===== src/rtl/n_queens_backtrack_solver_defines.svh =====
// Assertion macros shared by the n-queens solver RTL, clocked on clock and off in reset.
`ifndef N_QUEENS_BACKTRACK_SOLVER_DEFINES_SVH
`define N_QUEENS_BACKTRACK_SOLVER_DEFINES_SVH

// Same-cycle implication.
`define NQB_ASSERT_NOW(label, ante, cons, msg) \
   label: assert property (@(posedge clock) disable iff (reset) (ante) |-> (cons)) \
      else $error(msg);

// Next-cycle implication.
`define NQB_ASSERT_NEXT(label, ante, cons, msg) \
   label: assert property (@(posedge clock) disable iff (reset) (ante) |=> (cons)) \
      else $error(msg);

// Holds whenever the controller sits in the given state.
`define NQB_ASSERT_IN(label, st, cons, msg) \
   label: assert property (@(posedge clock) disable iff (reset) (state_ff == st) |-> (cons)) \
      else $error(msg);

`endif


===== src/rtl/nqb_pkg.sv =====
// Package for the n-queens solver: sizes, widths and the controller state type.
package nqb_pkg;

   // Largest board the solver handles.
   localparam int MAX_N = 16;

   // Board size / column counter width (holds 0..MAX_N).
   localparam int N_W = $clog2(MAX_N + 1);
   // Row / column index width (holds 0..MAX_N-1).
   localparam int ROW_W = $clog2(MAX_N);
   // Number of diagonals in each direction.
   localparam int DIAG_N = 2 * MAX_N - 1;
   // Diagonal index width.
   localparam int DIAG_W = $clog2(DIAG_N);

   // Search controller states.
   typedef enum logic [2:0] {
      ST_IDLE,
      ST_SCAN,
      ST_BACK,
      ST_READ,
      ST_SEND
   } state_type;

endpackage


===== src/rtl/n_queens_backtrack_solver.sv =====
// N-queens first-solution solver: backtracking search over a placement memory.
//
//   channel | direction | handshake         | words
//   req     | in        | req_valid/stall   | board_size, one per run
//   rsp     | out       | rsp_valid/stall   | column_index, queen_row, solved, last_of_run
//
// Each row tried in a column is one scan step; a backtrack reads the earlier column's row
// from the placement memory in the scan step, then lifts that queen in the back state.
// After a solution, each result word is read from the placement memory, then presented.
// First solution at N=16 takes about ten thousand placements and backtracks; one request
// at a time. Reset (synchronous) returns the controller to idle; the memory is not cleared.
// A stall on rsp holds the presented word; req is stalled until the run's last word leaves.
`include "n_queens_backtrack_solver_defines.svh"

module n_queens_backtrack_solver (
   input  logic                      clock,
   input  logic                      reset,
   input  logic                      req_valid,
   output logic                      req_stall,
   input  logic [nqb_pkg::N_W-1:0]   req_board_size,
   output logic                      rsp_valid,
   input  logic                      rsp_stall,
   output logic [nqb_pkg::ROW_W-1:0] rsp_column_index,
   output logic [nqb_pkg::ROW_W-1:0] rsp_queen_row,
   output logic                      rsp_solved,
   output logic                      rsp_last_of_run
);
   import nqb_pkg::*;

   // Control and search registers.
   state_type          state_ff, state_in;
   logic [N_W-1:0]     n_ff, n_in;
   logic [N_W-1:0]     col_ff, col_in;
   logic [N_W-1:0]     try_ff, try_in;
   logic [MAX_N-1:0]   row_mask_ff, row_mask_in;
   logic [DIAG_N-1:0]  rise_mask_ff, rise_mask_in;
   logic [DIAG_N-1:0]  fall_mask_ff, fall_mask_in;
   logic               solved_ff, solved_in;

   // Placement memory: queen row per column.
   logic [ROW_W-1:0]   place_mem [MAX_N];
   logic               wr_en;
   logic [ROW_W-1:0]   wr_addr;
   logic [ROW_W-1:0]   wr_data;
   logic [ROW_W-1:0]   rd_addr;
   logic [ROW_W-1:0]   rd_data_ff;

   // Square under test and its line indices.
   logic [N_W-1:0]     n_sat;
   logic [N_W-1:0]     row_sel;
   logic [N_W:0]       fall_sum;
   logic [DIAG_W-1:0]  rise_idx;
   logic [DIAG_W-1:0]  fall_idx;
   logic               square_free;
   logic [MAX_N-1:0]   row_bit;
   logic [DIAG_N-1:0]  rise_bit;
   logic [DIAG_N-1:0]  fall_bit;
   logic               last_word;

   // Board size saturated to the largest supported board.
   assign n_sat = (req_board_size > N_W'(MAX_N)) ? N_W'(MAX_N) : req_board_size;

   // Row being placed (scan) or lifted (backtrack).
   assign row_sel  = (state_ff == ST_BACK) ? N_W'(rd_data_ff) : try_ff;
   assign rise_idx = DIAG_W'(row_sel + col_ff);
   assign fall_sum = (N_W+1)'(row_sel) + (N_W+1)'(n_ff) - (N_W+1)'(1) - (N_W+1)'(col_ff);
   assign fall_idx = fall_sum[DIAG_W-1:0];

   assign square_free = !row_mask_ff[row_sel[ROW_W-1:0]] && !rise_mask_ff[rise_idx]
                        && !fall_mask_ff[fall_idx];
   assign row_bit  = MAX_N'(1) << row_sel[ROW_W-1:0];
   assign rise_bit = DIAG_N'(1) << rise_idx;
   assign fall_bit = DIAG_N'(1) << fall_idx;

   // Result word outputs.
   assign last_word        = !solved_ff || ((col_ff + N_W'(1)) == n_ff);
   assign rsp_valid        = (state_ff == ST_SEND);
   assign rsp_column_index = col_ff[ROW_W-1:0];
   assign rsp_queen_row    = solved_ff ? rd_data_ff : '0;
   assign rsp_solved       = solved_ff;
   assign rsp_last_of_run  = last_word;
   assign req_stall        = (state_ff != ST_IDLE);

   // State register.
   always_ff @(posedge clock) begin
      if (reset) begin
         state_ff <= ST_IDLE;
      end else begin
         state_ff <= state_in;
      end
   end

   // Search registers (payload, no reset needed).
   always_ff @(posedge clock) begin
      n_ff         <= n_in;
      col_ff       <= col_in;
      try_ff       <= try_in;
      row_mask_ff  <= row_mask_in;
      rise_mask_ff <= rise_mask_in;
      fall_mask_ff <= fall_mask_in;
      solved_ff    <= solved_in;
   end

   // Placement memory, one write and one registered read port.
   always_ff @(posedge clock) begin
      if (wr_en) begin
         place_mem[wr_addr] <= wr_data;
      end
      rd_data_ff <= place_mem[rd_addr];
   end

   // Next state and datapath control.
   always_comb begin
      state_in     = state_ff;
      n_in         = n_ff;
      col_in       = col_ff;
      try_in       = try_ff;
      row_mask_in  = row_mask_ff;
      rise_mask_in = rise_mask_ff;
      fall_mask_in = fall_mask_ff;
      solved_in    = solved_ff;
      wr_en        = 1'b0;
      wr_addr      = col_ff[ROW_W-1:0];
      wr_data      = try_ff[ROW_W-1:0];
      rd_addr      = col_ff[ROW_W-1:0];

      case (state_ff)
         ST_IDLE: begin
            // New run: clear masks, start at column 0 row 0.
            if (req_valid) begin
               n_in         = n_sat;
               col_in       = '0;
               try_in       = '0;
               row_mask_in  = '0;
               rise_mask_in = '0;
               fall_mask_in = '0;
               if (n_sat == '0) begin
                  solved_in = 1'b0;
                  state_in  = ST_SEND;
               end else begin
                  state_in  = ST_SCAN;
               end
            end
         end
         ST_SCAN: begin
            if (try_ff >= n_ff) begin
               // Column exhausted: fail at column 0, else back up one column.
               if (col_ff == '0) begin
                  solved_in = 1'b0;
                  state_in  = ST_SEND;
               end else begin
                  col_in   = col_ff - N_W'(1);
                  rd_addr  = ROW_W'(col_ff - N_W'(1));
                  state_in = ST_BACK;
               end
            end else if (square_free) begin
               // Place the queen and record its row.
               wr_en        = 1'b1;
               row_mask_in  = row_mask_ff ^ row_bit;
               rise_mask_in = rise_mask_ff ^ rise_bit;
               fall_mask_in = fall_mask_ff ^ fall_bit;
               if ((col_ff + N_W'(1)) == n_ff) begin
                  col_in    = '0;
                  solved_in = 1'b1;
                  state_in  = ST_READ;
               end else begin
                  col_in = col_ff + N_W'(1);
                  try_in = '0;
               end
            end else begin
               try_in = try_ff + N_W'(1);
            end
         end
         ST_BACK: begin
            // Lift the queen read back from memory, resume at the next row.
            row_mask_in  = row_mask_ff ^ row_bit;
            rise_mask_in = rise_mask_ff ^ rise_bit;
            fall_mask_in = fall_mask_ff ^ fall_bit;
            try_in       = N_W'(rd_data_ff) + N_W'(1);
            state_in     = ST_SCAN;
         end
         ST_READ: begin
            // Read address is col_ff; data lands for the send state.
            state_in = ST_SEND;
         end
         ST_SEND: begin
            if (!rsp_stall) begin
               if (last_word) begin
                  state_in = ST_IDLE;
               end else begin
                  col_in   = col_ff + N_W'(1);
                  state_in = ST_READ;
               end
            end
         end
         default: begin
            state_in = ST_IDLE;
         end
      endcase
   end

   // Masks hold one bit per queen placed while scanning.
   `NQB_ASSERT_IN(a_scan_rows, ST_SCAN, $countones(row_mask_ff) == col_ff, "row mask count")
   `NQB_ASSERT_IN(a_scan_rise, ST_SCAN, $countones(rise_mask_ff) == col_ff, "rising mask count")
   // While backtracking the queen being lifted is still counted.
   `NQB_ASSERT_IN(a_back_rows, ST_BACK, $countones(row_mask_ff) == col_ff + 1, "backtrack count")
   // Search column stays inside the board.
   `NQB_ASSERT_IN(a_scan_col, ST_SCAN, col_ff < n_ff, "search column beyond board")
   // An unsolved run is a single last word.
   `NQB_ASSERT_IN(a_fail_last, ST_SEND, solved_ff || (last_word && col_ff == '0), "failure word")
   // A memory read always leads to a presented word.
   `NQB_ASSERT_NEXT(a_read_send, state_ff == ST_READ, rsp_valid, "no word after read")

endmodule

===== config.mk =====
export PLATFORM = sky130hd
export DESIGN_NAME = n_queens_backtrack_solver
export DESIGN_NICKNAME = d
export VERILOG_FILES = /design/src/rtl/nqb_pkg.sv /design/src/rtl/n_queens_backtrack_solver.sv
export VERILOG_INCLUDE_DIRS = /design/src /design/src/rtl
export SDC_FILE = /design/constraint.sdc
export NUM_CORES = 1
export LEC_CHECK = 0
export ABC_CLOCK_PERIOD_IN_PS = 11440
export BUFFER_PORTS_ARGS = -buffer_cell sky130_fd_sc_hd__buf_4
export CORE_ASPECT_RATIO = 0.6
export CORE_UTILIZATION = 55
export DETAILED_ROUTE_END_ITERATION = 10
export PLACE_DENSITY = 0.86
export SYNTH_ARGS = -nofsm -noshare
export SYNTH_HDL_FRONTEND = slang
export SYNTH_SLANG_ARGS = --single-unit
export TNS_END_PERCENT = 5

===== constraint.sdc =====
create_clock -name clock -period 11.44 [get_ports clock]
set_input_delay 2.288 -clock clock [delete_from_list [all_inputs] [get_ports clock]]
set_output_delay 2.288 -clock clock [all_outputs]
set_load 0.05 [all_outputs]

* Yosys cells after proc, flatten, opt, wreduce, memory -nomap -nowiden
Memories as Yosys holds them, arrays and structs flattened. A register that Yosys moved wholly into a read port is not among the register bits. Index checks and enable logic that the tools add are counted.
Cells by class: add/sub/neg operators 8, multiply operators 0, div/mod/pow operators 0, order comparisons 5, eq/ne operators 16, shift-type cells 3, muxes and demuxes 56, bitwise logic cells 3, reduce and logical (&&, ||, !) cells 20
Operator list (number):
- one-hot mux 31 bit (3 select lines) | 2
- 2-to-1 mux 31 bit | 5
- << shifter 1 x 5 -> 31 bit, first input constant | 2
- bitwise XOR 31 bit | 2
- 2-to-1 mux 5 bit | 12
- 2-to-1 mux 16 bit | 3
- one-hot mux 16 bit (3 select lines) | 1
- one-hot mux 5 bit (3 select lines) | 2
- 2-to-1 mux 3 bit | 7
- 2-to-1 mux 4 bit | 4
- << shifter 1 x 4 -> 16 bit, first input constant | 1
- bitwise XOR 16 bit | 1
- inequality test 3 bit, second input constant | 5
- one-hot mux 3 bit (5 select lines) | 1
- 2-to-1 mux 1 bit | 14
- < comparator 5 x 6 -> 1 bit, second input constant | 2
- inequality test 2 bit, second input constant | 6
- AND reduction 4 bit | 3
- AND reduction 6 bit | 2
- adder 5 x 1 -> 5 bit, second input constant | 2
- adder 5 bit | 2
- binary-select mux 1 bit (select 5 bit) | 2
- logical NOT 5 bit | 2
- subtractor 5 x 1 -> 5 bit, second input constant | 2
- 19 further kinds | 26
Word-level totals: register bits after elaboration 97, bits in latches 0, bits in writable memories 64, memory bits (read-only) 0, bits of input ports 9, output and inout bits 12, word-level logic and storage cells 120, memories kept 1
Memory list:
- place_mem | words 16, width 4, read ports 1, clocked after Yosys merged registers in 1, write ports 1, RTL line n_queens_backtrack_solver.sv:41 | logic [ROW_W-1:0] place_mem [MAX_N];

* Logic depth before layout (Yosys ltp)
Gate-level depths: netlist (run 1).
depth in word-level cells 14, depth in mapped cells 16, mapped depth without buffers 14

* Worst setup path after synthesis (run 1)
Ideal clock, no wire load.
path type register -> register, from reg col_ff[1], to reg fall_mask_ff[0], enable pin, setup time 0.640 ns, arrival 10.050 ns, data required time 10.800 ns, slack 0.750 ns, stages on the path, launching flop included 15, buffers on the path 3, period minus slack after synthesis 10.690 ns, cells stage by stage edfxtp_1 > clkbuf_1 > buf_1 > inv_1 > ha_1 > xor2_1 > ha_1 > fa_1 > clkbuf_1 > mux4_2 > mux2_2 > mux4_2 > nor3_4 > inv_2 > a221oi_1
On the way: longest elaborated chain between the ends 8, elaborated cells between the ends (all ways) 12, classes of those cells add/sub (2); eq/ne (1); mux (4); reduce/logical (5)
RTL lines:
- start: declaration | RTL line n_queens_backtrack_solver.sv:33 | logic [N_W-1:0] col_ff, col_in;
- start signal: assignment | RTL line n_queens_backtrack_solver.sv:96 | col_ff <= col_in;
- adder 5 bit | RTL line n_queens_backtrack_solver.sv:65 | assign rise_idx = DIAG_W'(row_sel + col_ff);
- binary-select mux 1 bit (select 5 bit) | RTL line n_queens_backtrack_solver.sv:69 | assign square_free = !row_mask_ff[row_sel[ROW_W-1:0]] && !rise_mask_ff[rise_idx]
- 2-to-1 mux 1 bit (implied by the code) | RTL line n_queens_backtrack_solver.sv:69
- logical NOT 1 bit | RTL line n_queens_backtrack_solver.sv:69
- logical AND 1 bit | RTL line n_queens_backtrack_solver.sv:69
- logical AND 1 bit * | RTL line n_queens_backtrack_solver.sv:70 | && !fall_mask_ff[fall_idx];
- inequality test 2 bit (no source line) *
- AND reduction 4 bit (no source line) *
- end signal: assignment | RTL line n_queens_backtrack_solver.sv:100 | fall_mask_ff <= fall_mask_in;
- end: declaration | RTL line n_queens_backtrack_solver.sv:37 | logic [DIAG_N-1:0] fall_mask_ff, fall_mask_in;
Every way passes the cells marked *; elsewhere a longest branch is shown, timed or not. The select of a mux whose other input is x is not followed. A chain may end at the register's enable or synchronous reset.

* Worst setup path after layout (run 1)
from reg state_ff[1], to reg rise_mask_ff[25], enable pin
On the way: longest elaborated chain between the ends 11, elaborated cells between the ends (all ways) 24, classes of those cells add/sub (4); eq/ne (5); mux (7); reduce/logical (8)
RTL lines:
- start: declaration | RTL line n_queens_backtrack_solver.sv:31 | state_type state_ff, state_in;
- start signal: assignment | RTL line n_queens_backtrack_solver.sv:89 | state_ff <= state_in;
- equality test 3 x 2 -> 1 bit | RTL line n_queens_backtrack_solver.sv:64, n_queens_backtrack_solver.sv:127
- 2-to-1 mux 5 bit | RTL line n_queens_backtrack_solver.sv:64 | assign row_sel = (state_ff == ST_BACK) ? N_W'(rd_data_ff) : try_ff;
- adder 5 bit | RTL line n_queens_backtrack_solver.sv:66 | assign fall_sum = (N_W+1)'(row_sel) + (N_W+1)'(n_ff) - (N_W+1)'(1) - (N_W+1)'(col_ff);
- subtractor 5 x 1 -> 5 bit | RTL line n_queens_backtrack_solver.sv:66
- subtractor 5 bit | RTL line n_queens_backtrack_solver.sv:66
- binary-select mux 1 bit (select 5 bit) | RTL line n_queens_backtrack_solver.sv:70
- 2-to-1 mux 1 bit (implied by the code) | RTL line n_queens_backtrack_solver.sv:70
- logical NOT 1 bit | RTL line n_queens_backtrack_solver.sv:70
- logical AND 1 bit | RTL line n_queens_backtrack_solver.sv:70
- inequality test 2 bit (no source line)
- AND reduction 4 bit (no source line) *
- end signal: assignment | RTL line n_queens_backtrack_solver.sv:99 | rise_mask_ff <= rise_mask_in;
- end: declaration | RTL line n_queens_backtrack_solver.sv:36 | logic [DIAG_N-1:0] rise_mask_ff, rise_mask_in;
Marks and branches as above.

==> results of run 1 <==
registers in the layout, summed over array words and instances (netlist names), 4 cells and up:
name and cells:
rd_data_ff 4, col_ff 5, row_mask_ff 16, n_ff 5
try_ff 5, fall_mask_ff 31, rise_mask_ff 31, place_mem 64
routing by layer:
| layer | vias up | GRT usage | wire [um] |
|---|---|---|---|
| met3 | 57 | 0.06545 | 3059 |
| met2 | 501 | 0.3770 | 10180 |
| met4 | 0 | 0.07516 | 462 |
| li1 | 3373 | - | - |
| met1 | 3689 | 0.4200 | 10870 |
| met5 | - | 0 | 0 |
cells by family after synthesis:
kind of cell	count (synthesis)	share of synthesized area
and+or+nand+nor	310	0.1471
AOI/OAI and AO/OA	177	0.1141
DFF	165	0.4933
muxes	85	0.1164
buffers and inverters	76	0.03096
xor gates and xnor gates	71	0.06280
adders and majority gates	25	0.03538
placed cells by master, fill, tap and decap left out, types with 6 or more instances in the layout:
cell type	netlist	routed
nor2b_1	19	19
nor2_1	111	111
nand3_1	25	25
mux4_2	22	22
o221ai_1	16	16
and2_1	7	7
nand2_1	69	68
clkbuf_16	0	17
o22ai_1	13	13
or3_1	32	32
xor2_1	34	34
edfxtp_1	158	158
buf_4	5	28
o21ai_0	48	47
nand2b_1	10	10
a221oi_1	8	7
ha_1	20	20
mux2i_1	56	56
xnor2_1	37	37
inv_1	25	25
inv_6	0	6
dfxtp_1	7	7
nor3_1	24	24
a21oi_1	48	48
synthesized netlist by cell type, drive strengths merged, types with 4 or more instances:
cell type / instances
o221ai: 16
a211oi: 5
o21ai: 49
a21o: 5
o22ai: 13
clkbuf: 40
nand2b: 10
mux4: 22
nor2b: 19
nand2: 69
a31oi: 5
dfxtp: 7
mux2: 5
a21oi: 48
buf: 9
nor2: 111
xnor2: 37
mux2i: 58
nor3: 26
or3: 32
nand3: 25
ha: 20
edfxtp: 158
a221oi: 8
fa: 5
and2: 7
inv: 27
o21a: 4
xor2: 34
cell type report:
| cell class | count | share of cell area |
|---|---|---|
| clock inverter | 14 | 0.01299 |
| multi-input combinational | 668 | 0.4385 |
| clock buffer | 18 | 0.03978 |
| inverter | 27 | 0.009393 |
| sequential | 165 | 0.4527 |
| tap | 234 | 0.02714 |
| timing repair buffer | 28 | 0.01948 |
worst register-to-register path, cell delays in order, from the launching register on:
cell	delay [ns]
dfxtp_1	0.63
or3b_1	0.73
mux2i_4	0.37
fa_1	0.54
inv_1	0.07
fa_1	0.90
mux4_2	0.39
mux2_2	0.28
mux4_2	0.49
nor3_4	0.36
inv_2	0.12
a221oi_4	0.29
buf_4	0.81
worst max-delay path by stage:
stage	cells after the start	endpoint	slack, ns	startpoint
3_5_place_dp	12	rise_mask_ff[7]	5.15	state_ff[1]
6_report	12	rise_mask_ff[25]	5.03	state_ff[1]
5_1_grt	12	rise_mask_ff[24]	4.75	state_ff[1]
4_1_cts	12	row_mask_ff[10]	5.11	state_ff[1]
2_1_floorplan	14	fall_mask_ff[0]	0.75	col_ff[1]
3_3_place_gp	12	rise_mask_ff[23]	5.26	state_ff[1]
per-stage QoR:
stage	cell area (um^2)	setup slack, ns	hold WS (ns)	utilization	cells
finish	10790	5.032	0.6283	0.6215	1154
global route	10790	4.752	0.6505	0.6215	1154
CTS	10790	5.111	0.6221	0.6215	1154
detailed placement	10220	5.145	0.6010	0.5887	1122
global placement	10220	5.262	0.5944	0.5887	1122
floorplan	9902	0.7505	0.5341	-	909
==> results.yml, run 1 <==
finish:
  post_route_cells_drive_above_1_share: 0.1054
  num-fill-cells: 1343
  register_area_mm2: 0.004885
  areaGrowthSynthToFinish_pct: 8.959
  n_antenna_cell: 0
  nets: 941
  multi_input_area_mm2: 0.004731
placement:
  hpwl_mm: 16.76
  place_congestion: 0.9539
  portBuffers: 20
synthesis:
  synth_top_area_frac: 0.4792
  synth_area_per_cell_um2: 10.89
  synthesis.nets: 943
  synth_seq_cells: 165
  yosysWarnings: 0
  synth_edf_count: 158
  synth_area_mm2: 0.009902
  synth_cell_type_count: 60
  synth_top_area_cell: "edfxtp_1"
  async_flop_share: 0
  synth_area_leaders: "edfxtp_1, mux2i_1, mux4_2"
  synth_top_flop_cell: "edfxtp_1"
  syn_inst: 909
  synth-seq-area-share: 0.4933
worst_hold_path:
  min_to: "row_mask_ff[11]"
  worstHoldPathCells: 2
  hold_class: "reg -> reg"
  min_from: "row_mask_ff[11]"
global_route:
  grt_pass1_vias: 6827
  grt_usage: 0.2717
  grt_max_degree: 81
  antenna_found_initial: 0
  grt_first_pass_wirelength_mm: 38.46
  grt.overflow.total: 0
timing:
  finalSetupTns_ns: 0
  maxSlewViolCount: 0
  post-route-period-util: 0.5602
  fmaxAchievable_mhz: 156.1
  setup_viol: 0
  worst_pin_slew_ns: 1.170
  hold_viol: 0
  fin_worst_skew_ns: 0.01438
  grt_setup_unrepaired: "no"
  finalCriticalPeriod_ns: 6.408
  max_slew_margin: 0.2142
floorplan:
  core_region_area_mm2: 0.01736
  die_area_mm2: 0.01856
  ioPinCount: 21
  die_x_um: 175.2
  dieHeight_um: 105.9
  core.rowCount: 37
  start_util: 0.5704
worst_setup_path:
  critPathTopFamily: "multiplexers"
  critPathMaxFanout: 78
  cp_num_buf_inv: 3
  startpoint_type: "flip-flop"
  r2r_cells: 12
  reg2reg_slack_ns: 5.03
  path_class: "reg -> reg"
  endpoint_kind: "flip-flop"
  cpMaxStageDelayCell: "fa_1"
  max_stage_delay_ns: 0.90
  cp_data_required_time_ns: 11.49
  r2r-start: "state_ff[1]"
  crit_arrival_ns: 6.45
  crit_chain: "or3b_1 > mux2i_4 > fa_1 > inv_1 > fa_1 > mux4_2 > mux2_2 > mux4_2 > nor3_4 > inv_2 > a221oi_4 > buf_4"
  timing.rr.end: "rise_mask_ff[25]"
clock_tree:
  cts_buffers: 17
  cts_hold_buffers: 0
  cts_resized: 0
  clock_sinks: 165
  clock-root-buffer: "clkbuf_16"
  htree_levels: 4
  tritoncts: "yes"
  cts_buffer_depth: 2
  post_cts_buffers: 0
  clk_pin_slew_ns: 0.07
  clk-insertion-delay-late_ns: 0.43
detailed_routing:
  dr.pass1.iters: 6
  wl_mm: 24.57
  drt.antenna.violating_nets: 0
  drt_iter0_drc: 1052
  routed_via_density: 6.603
  drc: 0
  wl_per_cell_um: 21.29
  num_vias: 7620
outcome:
  outcome: "completed"
job:
  drv_cap: 0
Power of run 1 is left out: the tool's default activity adds up to more than one toggle a clock period on the data nets, which glitch-free logic cannot reach.
==> run 2, diff against run 1 <==
ABC_CLOCK_PERIOD_IN_PS = 6500   (was 11440)
PLACE_DENSITY = 0.83   (was 0.86)
clock period = 6.5 ns   (was 11.44 ns; I/O delays follow)
==> run 2 against run 1 <==
  * Via count is 0.43% lower
  * Core utilization is 0.55 points higher
  * Worst hold slack worse by 0.026 ns
  * Non-clock buffer count is 7 higher
  * Die area stayed put
  * Highest routed layer unchanged
  * Design area is 0.88% higher
  * Critical path depth is 1 higher
  * Sequential share of layout area is 0.40 points lower
  * Sequential cell count stayed put
  * Global-route usage is 0.57 points higher
  * Wire length is 1.5% higher
  * Register-to-register slack worse by 4.5 ns
==> results.yml, run 2 (synthesis results as in run 1) <==
global_route:
  grt.overflow.total: 0
  grt_first_pass_wirelength_mm: 38.94
  antenna_found_initial: 0
  grt_usage: 0.2775
  grt_pass1_vias: 7078
  grt_max_degree: 79
finish:
  top_register: "place_mem"
  num-fill-cells: 1327
  reg_top3: "place_mem (64), fall_mask_ff (31), rise_mask_ff (31)"
  register_area_mm2: 0.004885
  post_route_cells_drive_above_1_share: 0.1133
  final_cell_mix: "edfxtp_1, nor2_1, nand2_1, mux2i_1"
  final_util: 0.6270
  final_common_cell: "edfxtp_1"
  n_antenna_cell: 0
  nets: 948
  multi_input_area_mm2: 0.004733
  largest_register_ffs: 64
  areaGrowthSynthToFinish_pct: 9.919
floorplan:
  die_x_um: 175.2
  start_util: 0.5704
  dieHeight_um: 105.9
  core.rowCount: 37
  die_area_mm2: 0.01856
  ioPinCount: 21
  core_region_area_mm2: 0.01736
worst_setup_path:
  path_class: "reg -> reg"
  cp_data_required_time_ns: 6.58
  critPathMaxFanout: 78
  endpoint_kind: "flip-flop"
  crit_arrival_ns: 6.04
  crit_chain: "or3b_1 > mux2_2 > inv_2 > fa_1 > inv_1 > ha_1 > mux4_2 > mux2_2 > mux4_2 > nor3_4 > inv_2 > a221oi_4 > buf_12"
  cp_num_buf_inv: 4
  cpMaxStageDelayCell: "ha_1"
  critPathTopFamily: "multiplexers"
  max_stage_delay_ns: 0.78
  startpoint_type: "flip-flop"
timing:
  finalSetupTns_ns: 0
  setup_viol: 0
  fin_worst_skew_ns: 0.01130
  max_slew_margin: 0.1545
  fmaxAchievable_mhz: 167.7
  grt_setup_unrepaired: "no"
  hold_viol: 0
  worst_pin_slew_ns: 1.255
  post-route-period-util: 0.9175
  finalWorstSetupSlack_ns: 0.5361
  maxSlewViolCount: 0
  finalCriticalPeriod_ns: 5.964
detailed_routing:
  drt_iter0_drc: 1016
  routed_via_density: 6.535
  wl_mm: 24.93
  drc: 0
  wl_per_cell_um: 21.47
  dr.pass1.iters: 7
  num_vias: 7587
  drt.antenna.violating_nets: 0
job:
  drv_cap: 0
clock_tree:
  cts_buffers: 17
  tritoncts: "yes"
  clock_sinks: 165
  cts_hold_buffers: 0
  htree_levels: 4
  clk_pin_slew_ns: 0.07
  clk-insertion-delay-late_ns: 0.44
  clock-root-buffer: "clkbuf_16"
  cts_buffer_depth: 2
  cts_resized: 0
  post_cts_buffers: 0
outcome:
  outcome: "completed"
worst_hold_path:
  hold_class: "reg -> reg"
placement:
  place_ws_ns: 0.5512
  portBuffers: 20
  hpwl_mm: 17.15
  place_congestion: 0.9618
## run 2: final cells by class
| class | count | share of cell area |
|---|---|---|
| Clock buffer | 17 | 0.03908 |
| Clock inverter | 15 | 0.01575 |
| Inverter | 27 | 0.009311 |
| Multi-Input combinational cell | 668 | 0.4349 |
| Sequential cell | 165 | 0.4488 |
| Tap cell | 234 | 0.02690 |
| Timing Repair Buffer | 35 | 0.02529 |
## run 2: routing by layer
layer  global-route usage  vias to the layer above  wire (um)  part of all wire
met4              0.07826                        0        328             0.013
met2               0.3679                      491      10210              0.41
met1               0.4226                     3667      11100              0.45
met3              0.09764                       42       3293              0.13
li1                     -                     3387          -                 -
met5                    0                        -          0                 0
## run 2: final timing paths
check / start / depth (start not counted) / slack (ns) / end
worst max-delay path: state_ff[1] / 13 / 0.54 / rise_mask_ff[28]
worst min-delay path: place_mem[10][1] / 3 / 0.60 / rd_data_ff[1]
worst max register to register: state_ff[1] / 13 / 0.54 / rise_mask_ff[28]
worst min register to register: place_mem[10][1] / 3 / 0.60 / rd_data_ff[1]
## run 2: through the flow
stage	instance area [um^2]	instances	hold WS [ns]
global route	10880	1161	0.6207
CTS	10880	1161	0.6055
finish	10880	1161	0.6025
floorplan	9941	909	0.5341
global placement	10290	1129	0.5932
detailed placement	10290	1129	0.5852
## run 2: worst register-to-register path, stage by stage (launching register included)
cell      delay [ns]
dfxtp_1         0.61
or3b_1          0.72
mux2_2          0.45
inv_2           0.09
fa_1            0.16
inv_1           0.05
ha_1            0.78
mux4_2          0.61
mux2_2          0.27
mux4_2          0.51
nor3_4          0.46
inv_2           0.13
a221oi_4        0.32
buf_12          0.40
Power of run 2 is left out for the same reason.
